[src/sv/dlm_pkg.sv]
// ----------------------------------------------------------------------------
// dlm_pkg: shared types and constants of the DFA longest-match unit
// Field widths, opcodes, the input item record and the controller/datapath
// command and status bundles.
// ----------------------------------------------------------------------------
package dlm_pkg;

    // Default sizing of the automaton storage.
    localparam int DLM_NUM_STATES      = 256;
    localparam int DLM_SLOTS_PER_STATE = 16;
    localparam int DLM_MAX_LENGTH      = 4096;

    // Fixed field widths.
    localparam int OPCODE_W = 2;
    localparam int BYTE_W   = 8;
    localparam int SLOTIX_W = 4;
    localparam int RCOUNT_W = 5;
    localparam int LENGTH_W = 13;

    localparam int S_TDATA_W = 64;
    localparam int M_TDATA_W = 24;

    // Register file.
    localparam int APB_ADDR_W = 3;
    localparam int APB_DATA_W = 32;
    localparam logic REG_START_STATE = 1'b0;   // word select paddr[2]

    localparam logic [BYTE_W-1:0] START_STATE_RESET = 8'd1;

    // Item opcodes.
    localparam logic [OPCODE_W-1:0] OP_SLOT  = 2'd0;
    localparam logic [OPCODE_W-1:0] OP_INFO  = 2'd1;
    localparam logic [OPCODE_W-1:0] OP_BYTE  = 2'd2;
    localparam logic [OPCODE_W-1:0] OP_EMPTY = 2'd3;

    typedef struct packed {
        logic [OPCODE_W-1:0] opcode;
        logic [BYTE_W-1:0]   state_index;
        logic [SLOTIX_W-1:0] slot_index;
        logic [BYTE_W-1:0]   range_low;
        logic [BYTE_W-1:0]   range_high;
        logic [BYTE_W-1:0]   target_state;
        logic [BYTE_W-1:0]   accept_code;
        logic [RCOUNT_W-1:0] range_count;
        logic [BYTE_W-1:0]   symbol;
        logic                last_symbol;
    } t_item;

    // One transition slot as stored in the slot memory.
    typedef struct packed {
        logic [BYTE_W-1:0] tgt;
        logic [BYTE_W-1:0] hi;
        logic [BYTE_W-1:0] lo;
    } t_slot;

    // Commands from the controller to the datapath.
    typedef struct packed {
        logic wr_slot;   // store the item's transition slot
        logic wr_info;   // store the item's accept code and slot count
        logic take;      // capture a live byte, restart the slot scan
        logic clear;     // restart the string at the start state
        logic note;      // record the current state if it accepts
        logic slot_inc;  // move the scan to the next slot
        logic commit;    // take the scan result as the new state
        logic emit;      // load the result register, restart the string
    } t_dp_cmd;

    // Status from the datapath to the controller.
    typedef struct packed {
        logic dead;
        logic last;
        logic scan_done;
        logic next_zero;
        logic out_free;
    } t_dp_sts;

endpackage

[src/sv/dlm_ctrl.sv]
// ----------------------------------------------------------------------------
// dlm_ctrl: sequencer of the DFA longest-match unit
// Decodes accepted items and steps the datapath through the accept check,
// the ordered slot scan, the final accept check and the result hand-off.
// ----------------------------------------------------------------------------
module dlm_ctrl
    import dlm_pkg::*;
(
    input  logic                i_clk,
    input  logic                i_rst_n,
    input  logic                i_valid,
    input  logic [OPCODE_W-1:0] i_opcode,
    input  logic                i_last,
    output logic                o_ready,
    input  t_dp_sts             i_sts,
    output t_dp_cmd             o_cmd
);

    localparam logic [2:0] S_IDLE  = 3'd0;
    localparam logic [2:0] S_INFO  = 3'd1;
    localparam logic [2:0] S_SCAN  = 3'd2;
    localparam logic [2:0] S_FINAL = 3'd3;
    localparam logic [2:0] S_EMIT  = 3'd4;

    logic [2:0] r_state;
    logic [2:0] n_state;

    assign o_ready = (r_state == S_IDLE);

    always_comb begin
        n_state = r_state;
        o_cmd   = '0;
        unique case (r_state)
            S_IDLE: begin
                if (i_valid) begin
                    unique case (i_opcode)
                        OP_SLOT: o_cmd.wr_slot = 1'b1;
                        OP_INFO: o_cmd.wr_info = 1'b1;
                        OP_EMPTY: begin
                            o_cmd.clear = 1'b1;
                            n_state     = S_FINAL;
                        end
                        OP_BYTE: begin
                            if (i_sts.dead) begin
                                // Bytes after the dead state only count for the end mark.
                                if (i_last) begin
                                    n_state = S_EMIT;
                                end
                            end else begin
                                o_cmd.take = 1'b1;
                                n_state    = S_INFO;
                            end
                        end
                        default: n_state = S_IDLE;
                    endcase
                end
            end
            S_INFO: begin
                o_cmd.note = 1'b1;
                n_state    = S_SCAN;
            end
            S_SCAN: begin
                if (i_sts.scan_done) begin
                    o_cmd.commit = 1'b1;
                    if (i_sts.last) begin
                        n_state = i_sts.next_zero ? S_EMIT : S_FINAL;
                    end else begin
                        n_state = S_IDLE;
                    end
                end else begin
                    o_cmd.slot_inc = 1'b1;
                end
            end
            S_FINAL: begin
                o_cmd.note = 1'b1;
                n_state    = S_EMIT;
            end
            S_EMIT: begin
                if (i_sts.out_free) begin
                    o_cmd.emit = 1'b1;
                    n_state    = S_IDLE;
                end
            end
            default: n_state = S_IDLE;
        endcase
    end

    always_ff @(posedge i_clk) begin
        if (!i_rst_n) begin
            r_state <= S_IDLE;
        end else begin
            r_state <= n_state;
        end
    end

endmodule

[config.mk]
export PLATFORM = sky130hd
export DESIGN_NAME = dlm_ctrl
export DESIGN_NICKNAME = d
export VERILOG_FILES = /design/src/sv/dlm_pkg.sv /design/src/sv/dlm_ctrl.sv
export SDC_FILE = /design/constraint.sdc
export NUM_CORES = 1
export LEC_CHECK = 0
export BUFFER_PORTS_ARGS = -buffer_cell sky130_fd_sc_hd__buf_4
export CAP_MARGIN = 20
export CORE_AREA = 4 4 41 43
export CTS_CLUSTER_DIAMETER = 40
export DETAILED_ROUTE_END_ITERATION = 7
export DIE_AREA = 0 0 45 47
export PLACE_DENSITY_LB_ADDON = 0.3
export SYNTH_ARGS = -nofsm -noshare
export SYNTH_HDL_FRONTEND = slang
export SYNTH_SLANG_ARGS = --single-unit
[constraint.sdc]
create_clock -name i_clk -period 2.2 [get_ports i_clk]
set_input_delay 0.44 -clock i_clk [delete_from_list [all_inputs] [get_ports i_clk]]
set_output_delay 0.44 -clock i_clk [all_outputs]
set_load 0.05 [all_outputs]
==> flow_metrics.tcl, run 1 <==
set metrics [dict create \
    cts_buffer_depth 2 \
    cts_setup_buffers 0 \
    grt_pass1_vias 355 \
    antenna_found_initial 0 \
    post_drt_wl_per_cell_um 10.96 \
    nFillCells 128 \
    crit_slowest_cell "dfxtp_1" \
    diodes 0 \
    path_cells "nor3_4, nand2_2, nor3b_4, buf_4" \
    die_w_um 45 \
    max_cap_viol_count 0 \
    grtUsageTotal_pct 9.573 \
    switching_share_pct 39.30 \
    areaGrowthSynthToFinish_pct 60.22 \
    max_freq_ghz 0.5244 \
    seqPwrFrac_pct 23.8 \
    fin_tns_setup_ns 0 \
    start_kind "register" \
    critPathTopFamily "simple AND/OR/NAND/NOR gates" \
    initial_core_util_pct 26.35 \
    clk-insertion-delay-late_ns 0.23 \
    mostFrequentLayoutCell "buf_4" \
    async_reset_ff_share_pct 0 \
    power.switching_w 0.0001184 \
    postCtsHoldBufs 0 \
    slew_headroom_pct 72.31 \
    largest_register "r_state" \
    num_vias 359 \
    clock_skew_ns 0.0004015 \
    largest_reg_flops 3 \
    crit_required_ns 1.76 \
    drc 0 \
    syn-instance-count 41 \
    min_period_ns 1.907 \
    synthMuxAreaShare_pct 0 \
    report.final.slew_viol_count 0 \
    die_area_um2 2115 \
    tightest_slew_ns 0.4147 \
    worstSetupPathType "reg2out" \
    coreArea_um2 1301 \
    root_buffer "clkbuf_4" \
    cts_tree "built" \
    holdCritPathClass "in2reg" \
    gp_congestion 0.7484 \
    numPortBuffers 19 \
    synth_top_family_by_area "simple AND/OR/NAND/NOR gates" \
    clock_power_share_pct 31.2 \
    grt_setup_unrepaired "no" \
    clock_sinks 3 \
    dpl.hpwl_um 681.4 \
    syn_area_per_cell_um2 8.362 \
    synthSimpleGateAreaFrac_pct 47.45 \
    power_density_nw_per_um2 548.8 \
    fin_cells 76 \
    synth-xor-area-share_pct 0 \
    firstDrtPassIters 2 \
    top_regs "r_state: 3 flops" \
    io_pins 20 \
    crit_arrival_ns 1.47 \
    dp.cells 72 \
    cp-end-kind "output pin" \
    final_util_pct 42.21 \
    cts_made_buffers 3 \
    period_share_pct 86.67 \
    yosysWarningCount 0 \
    layout-drive-gt1-share_pct 50.82 \
    p_int_w 0.0001830 \
    vdd_ir_drop_max_v 0.0002084 \
    slowest_delay_ns 0.42 \
    fin_nets 73 \
    grt_pass1_wl_um 1476 \
    rows 13 \
    cts_resized 0 \
    synth_area_um2 342.8 \
    crit_buf_inv 1 \
    clk_pin_slew_ns 0.03 \
    synth-seq-area-share_pct 17.52 \
    setup_viol 0 \
    preCtsSetupSlack_ns 0.5319 \
    combPwrFrac_pct 45.0 \
    synth-compound-area-share_pct 24.09 \
    ys_ff_latch 3 \
    p_leak_nw 0.2423 \
    finalWorstSetupSlack_ns 0.2932 \
    crit_fanout 10 \
    whs_ns 0.4898 \
    viasPerCell 4.724 \
    synth_nets 52 \
    synthAdderAreaFrac_pct 0 \
    synth-main-ff-cell "dfxtp_1" \
    outcome "finished clean" \
    grt_max_degree 12 \
    chipHeight_um 47 \
    synth_cell_types 27 \
    ant_nets 0 \
    hold_viol_final 0 \
    wl_um 833 \
    detail_route.iter0.violations 4 \
    htree_levels 1 \
    synth-edff-count 0 \
    grt_overflow 0 \
]
-- through the flow --
stage	instance area, um^2	power (W)
after floorplan	387.9	0.0001708
after global placement	523.0	0.0002107
after detailed placement	523.0	0.0002096
after CTS	549.3	0.0003080
after global routing	549.3	0.0003284
final	549.3	0.0003014
-- worst min-delay path: stages --
cell      delay, ns
buf_4          0.08
nand4b_1       0.08
o31ai_1        0.07
-- power by group through the flow --
stage          combinational (W)   clock, W  sequential (W)
2_1_floorplan           0.000110          0       0.0000609
3_3_place_gp            0.000138          0       0.0000730
3_5_place_dp            0.000137          0       0.0000726
4_1_cts                 0.000137  0.0000988       0.0000719
5_1_grt                 0.000146   0.000109       0.0000736
6_report                0.000136  0.0000940       0.0000717
-- routing by layer --
| layer | share of wire [%] | track usage (%) | routed length (um) | vias up |
|---|---|---|---|---|
| met1 | 46 | 11.87 | 382 | 159 |
| met2 | 49 | 15.54 | 406 | 8 |
| met4 | 0 | 1.754 | 0 | 0 |
| met3 | 5.2 | 4.215 | 43 | 0 |
| li1 | - | - | - | 192 |
| met5 | 0 | 0 | 0 | - |
-- layout make-up --
type	count	area [um^2]	area share, %
inverter	3	11.26	2.050
timing repair buffer	19	142.6	25.97
sequential	3	60.06	10.93
multi-input combinational	32	290.3	52.85
clock buffer	4	26.28	4.784
tap	15	18.77	3.417
-- cells by family after synthesis --
kind of cell	after synthesis
AOI/OAI and AO/OA	9
buffers and inverters	6
DFF	3
and+or+nand+nor	23
-- synthesized netlist by cell type, types with 2 or more instances --
master	n	area (um^2)
buf_4	2	15.01
inv_1	3	11.26
nor2_1	3	11.26
nor3_1	3	15.01
nand2_1	3	11.26
nand2b_1	2	12.51
dfxtp_1	3	60.06
nor2b_1	3	18.77
-- final timing paths --
kind              startpoint    endpoint  slack, ns  cells after the start
hold / removal       i_rst_n  r_state[2]       0.49                      3
setup reg to reg  r_state[1]  r_state[1]       0.96                      3
hold reg to reg   r_state[1]  r_state[0]       0.66                      2
setup / recovery  r_state[0]    o_cmd[6]       0.29                      4
Note: power is estimated with default switching activity, not from simulation.
==> inputs of run 2 (changes only) <==
--- a/config.mk
+++ b/config.mk
@@ -5,12 +5,12 @@
 export SDC_FILE = /design/constraint.sdc
 export NUM_CORES = 1
 export LEC_CHECK = 0
-export BUFFER_PORTS_ARGS = -buffer_cell sky130_fd_sc_hd__buf_4
 export CAP_MARGIN = 20
 export CORE_AREA = 4 4 41 43
 export CTS_CLUSTER_DIAMETER = 40
 export DETAILED_ROUTE_END_ITERATION = 7
 export DIE_AREA = 0 0 45 47
+export DONT_BUFFER_PORTS = 1
 export PLACE_DENSITY_LB_ADDON = 0.3
 export SYNTH_ARGS = -nofsm -noshare
 export SYNTH_HDL_FRONTEND = slang
==> run 2 against run 1 <==
Effect of this change:
- register-to-register slack got worse by 0.05 ns
- via count fell by 5.0%
- clock-buffer cell count did not move
- clock skew rose by 0.0029 ns
==> flow_metrics.tcl, run 2 (synthesized netlist as in run 1, its figures left out) <==
set metrics [dict create \
    grt_setup_unrepaired "no" \
    clk-insertion-delay-late_ns 0.23 \
    grt_overflow 0 \
    fin_tns_setup_ns 0 \
    tightest_slew_ns 0.4921 \
    largest_reg_flops 3 \
    outcome "finished clean" \
    fin_cells 65 \
    dpl.hpwl_um 690.4 \
    gp_congestion 0.7252 \
    worstSetupPathType "reg2out" \
    rows 13 \
    r2r_start "r_state[1]" \
    holdPathEnd "r_state[1]" \
    drc 0 \
    die_area_um2 2115 \
    viasPerCell 5.246 \
    clock_sinks 3 \
    clock_skew_ns 0.003349 \
    io_pins 20 \
    coreArea_um2 1301 \
    cts_tree "built" \
    grt_pass1_vias 339 \
    wl_um 829 \
    r2r-end "r_state[1]" \
    diodes 0 \
    top_regs "r_state: 3 flops" \
    p_leak_nw 0.2050 \
    grtUsageTotal_pct 9.077 \
    cp-end-kind "output pin" \
    hold_path_depth 2 \
    areaGrowthSynthToFinish_pct 52.19 \
    setup_viol 0 \
    initial_core_util_pct 26.35 \
    firstDrtPassIters 4 \
    grt_max_degree 12 \
    postCtsHoldBufs 0 \
    dp.cells 61 \
    max_cap_viol_count 0 \
    antenna_found_initial 0 \
    slew_headroom_pct 67.31 \
    cts_made_buffers 3 \
    vdd_ir_drop_max_v 0.0003168 \
    hold_start "i_rst_n" \
    grt_pass1_wl_um 1407 \
    layout-drive-gt1-share_pct 42.00 \
    largest_register "r_state" \
    crit_arrival_ns 1.47 \
    power_density_nw_per_um2 556.1 \
    holdCritPathClass "in2reg" \
    root_buffer "clkbuf_4" \
    mostFrequentLayoutCells "buf_12, buf_4" \
    crit_required_ns 1.76 \
    ant_nets 0 \
    cts_buffer_depth 2 \
    htree_levels 1 \
    r2r_cells 3 \
    whs_ns 0.3803 \
    num_vias 341 \
    start_kind "register" \
    max_freq_ghz 0.5225 \
    chipHeight_um 47 \
    cts_setup_buffers 0 \
    post_drt_wl_per_cell_um 12.75 \
    min_period_ns 1.914 \
    clk_pin_slew_ns 0.04 \
    period_share_pct 86.99 \
    rrSetupSlack_ns 0.91 \
    hold_viol_final 0 \
    die_w_um 45 \
    detail_route.iter0.violations 5 \
    fin_nets 62 \
    report.final.slew_viol_count 0 \
    cts_resized 0 \
    numPortBuffers 0 \
    crit_fanout 10 \
]
## run 2: worst max path at each step
stage	start	slack, ns	to	cells after the start
final	r_state[0]	0.29	o_cmd[6]	4
after global placement	r_state[0]	0.53	o_cmd[6]	4
after global routing	r_state[0]	0.17	o_cmd[6]	4
after detailed placement	r_state[0]	0.52	o_cmd[6]	4
after CTS	r_state[0]	0.27	o_cmd[6]	4
after floorplan	r_state[1]	0.05	o_cmd[6]	4
## run 2: routing by layer
layer | vias up | track usage, % | wire length (um)
met2 | 10 | 14.41 | 404
met3 | 0 | 3.831 | 48
li1 | 169 | - | -
met5 | - | 0 | 0
met1 | 162 | 11.56 | 375
met4 | 0 | 1.754 | 0
## run 2: power by group
part           total (W)  internal (W)  switching (W)
clock          0.0000925     0.0000677      0.0000248
sequential     0.0000725     0.0000589      0.0000136
combinational   0.000125     0.0000537      0.0000714
total           0.000290      0.000180       0.000110
## run 2: through the flow
stage	util [%]	area, um^2	power, W	worst slack [ns]
floorplan	-	387.9	0.0001708	0.04978
global placement	38.08	495.5	0.0002003	0.5263
detailed placement	38.08	495.5	0.0002001	0.5165
CTS	40.10	521.8	0.0002971	0.2677
global route	40.10	521.8	0.0003135	0.1735
finish	40.10	521.8	0.0002901	0.2862
## run 2: cell type report
| type | instances | area [um^2] |
|---|---|---|
| fillers | 145 | 779.5 |
| multi-input cells | 32 | 295.3 |
| repair buffers | 8 | 110.1 |
| flip-flops and latches | 3 | 60.06 |
| clock buffers | 4 | 26.28 |
| well taps | 15 | 18.77 |
| inverters | 3 | 11.26 |
## run 2: worst max-delay path, stage by stage, from the launching register on
cell and delay [ns]:
dfxtp_1 0.42, nor3_4 0.25, nand2_2 0.16, nor3b_4 0.25, buf_12 0.16
==> inputs of run 3 (changes only) <==
--- a/config.mk
+++ b/config.mk
@@ -5,7 +5,6 @@
 export SDC_FILE = /design/constraint.sdc
 export NUM_CORES = 1
 export LEC_CHECK = 0
-export CAP_MARGIN = 20
 export CORE_AREA = 4 4 41 43
 export CTS_CLUSTER_DIAMETER = 40
 export DETAILED_ROUTE_END_ITERATION = 7
==> constraint.sdc (replaced) <==
create_clock -name i_clk -period 1.75 [get_ports i_clk]
set_input_delay 0.35 -clock i_clk [delete_from_list [all_inputs] [get_ports i_clk]]
set_output_delay 0.35 -clock i_clk [all_outputs]
set_load 0.05 [all_outputs]
==> run 3 against run 2 <==
Effect of this change:
- sequential power increased by 9.8%
- first-iteration DRC count is 20% lower
- clock skew down 0.0018 ns
- power is 34% higher
- global-route usage grew 1.8 points
- flip-flop and latch count unchanged
- critical endpoint unchanged
- critical path type unchanged
- register-to-register slack worse by 0.41 ns
- wire length is 19% higher
- utilization is 2.9 points higher
- clock-buffer cell count unchanged
==> flow_metrics.tcl, run 3 (synthesized netlist as in run 1, its figures left out) <==
set metrics [dict create \
    max_freq_ghz 0.5943 \
    die_w_um 45 \
    areaGrowthSynthToFinish_pct 63.14 \
    cts_resized 0 \
    startpoint "r_state[2]" \
    whs_ns 0.2977 \
    die_area_um2 2115 \
    root_buffer "clkbuf_4" \
    holdCritPathClass "in2reg" \
    wl_um 990 \
    clk_pin_slew_ns 0.04 \
    initial_core_util_pct 26.35 \
    diodes 0 \
    layout-drive-gt1-share_pct 45.45 \
    hold_start "i_rst_n" \
    fin_nets 67 \
    report.final.slew_viol_count 0 \
    mostFrequentLayoutCells "buf_4, buf_12" \
    grtUsageTotal_pct 10.91 \
    antenna_found_initial 0 \
    cts_buffer_depth 2 \
    slowest_delay_ns 0.34 \
    tightest_slew_ns 0.2986 \
    coreArea_um2 1301 \
    max_cap_viol_count 0 \
    clock_skew_ns 0.001507 \
    cts_tree "built" \
    final_util_pct 42.98 \
    clk-insertion-delay-late_ns 0.23 \
    grt_pass1_vias 394 \
    io_pins 20 \
    r2r_start "r_state[0]" \
    grt_overflow 0 \
    grt_pass1_wl_um 1649 \
    htree_levels 1 \
    fin_tns_setup_ns 0 \
    crit_arrival_ns 1.33 \
    power_density_nw_per_um2 695.1 \
    p_total_w 0.0003888 \
    gp_congestion 0.6969 \
    post_drt_wl_per_cell_um 14.14 \
    crit_fanout 4 \
    setup_viol 0 \
    finalWorstSetupSlack_ns 0.06734 \
    num_vias 356 \
    outcome "finished clean" \
    dpl.hpwl_um 774.3 \
    p_leak_nw 0.2292 \
    cp-end-kind "output pin" \
    start_kind "register" \
    rows 13 \
    top_regs "r_state: 3 flops" \
    grt_max_degree 11 \
    min_period_ns 1.683 \
    ant_nets 0 \
    largest_reg_flops 3 \
    preCtsSetupSlack_ns 0.3107 \
    firstDrtPassIters 2 \
    slew_headroom_pct 80.09 \
    hold_viol_final 0 \
    worstSetupPathType "reg2out" \
    viasPerCell 5.086 \
    chipHeight_um 47 \
    cts_made_buffers 3 \
    hold_path_depth 2 \
    crit_required_ns 1.40 \
    r2r_cells 3 \
    detail_route.iter0.violations 4 \
    grt_setup_unrepaired "no" \
    clock_sinks 3 \
    period_share_pct 96.15 \
    mostFrequentLayoutCell "buf_4" \
    path_cells "nor3_4, nand2_4, nor3b_4, buf_12" \
    vdd_ir_drop_max_v 0.0003474 \
    drc 0 \
    numPortBuffers 0 \
    largest_register "r_state" \
    crit_slowest_cell "dfxtp_1" \
]
[run 3: cell count changes in the layout (fill, tap and decap cells not counted), sizes merged]
cell  change
buf       +5
[run 3: what timing repair did]
| item | CTS | global route |
|---|---|---|
| setup buffers | 0 | 1 |
| hold buffers | 0 | 0 |
| endpoints found under the setup margin | 0 | 1 |
[run 3: worst max-delay path: cells and delay by family, from the launching register on]
kind / cells / cell delay (ns)
DFF: 1 / 0.34
buffers and inverters: 1 / 0.16
and+or+nand+nor: 3 / 0.60
[run 3: final cells by class]
cell class,count,area [um^2]
well taps,15,18.77
inverters,3,11.26
fillers,135,742.0
clock buffers,4,26.28
multi-input cells,32,295.3
flip-flops and latches,3,60.06
repair buffers,13,147.6
[run 3: metal layers]
metal  up-vias  track usage [%]  part of all wire [%]
met1       154            13.21                    43
met2        18            16.38                    46
li1        182                -                     -
met5         -                0                     0
met3         2            2.682                   9.9
met4         0            8.772                   1.4
[run 3: final timing paths]
check	end	slack [ns]
min reg2reg	r_state[0]	0.73
max reg2reg	r_state[0]	0.50
max	o_cmd[6]	0.07
min	r_state[1]	0.30
[run 3: stage by stage]
stage	cells	instance area [um^2]
after floorplan	41	396.6
after global routing	70	559.3
after global placement	65	525.5
after detailed placement	65	525.5
final	70	559.3
after CTS	69	551.8
[run 3: power breakdown]
group / internal (W) / switching, W
clock network: 0.0000855 / 0.0000360
registers: 0.0000740 / 0.00000563
logic: 0.0000797 / 0.000108
total: 0.000239 / 0.000150
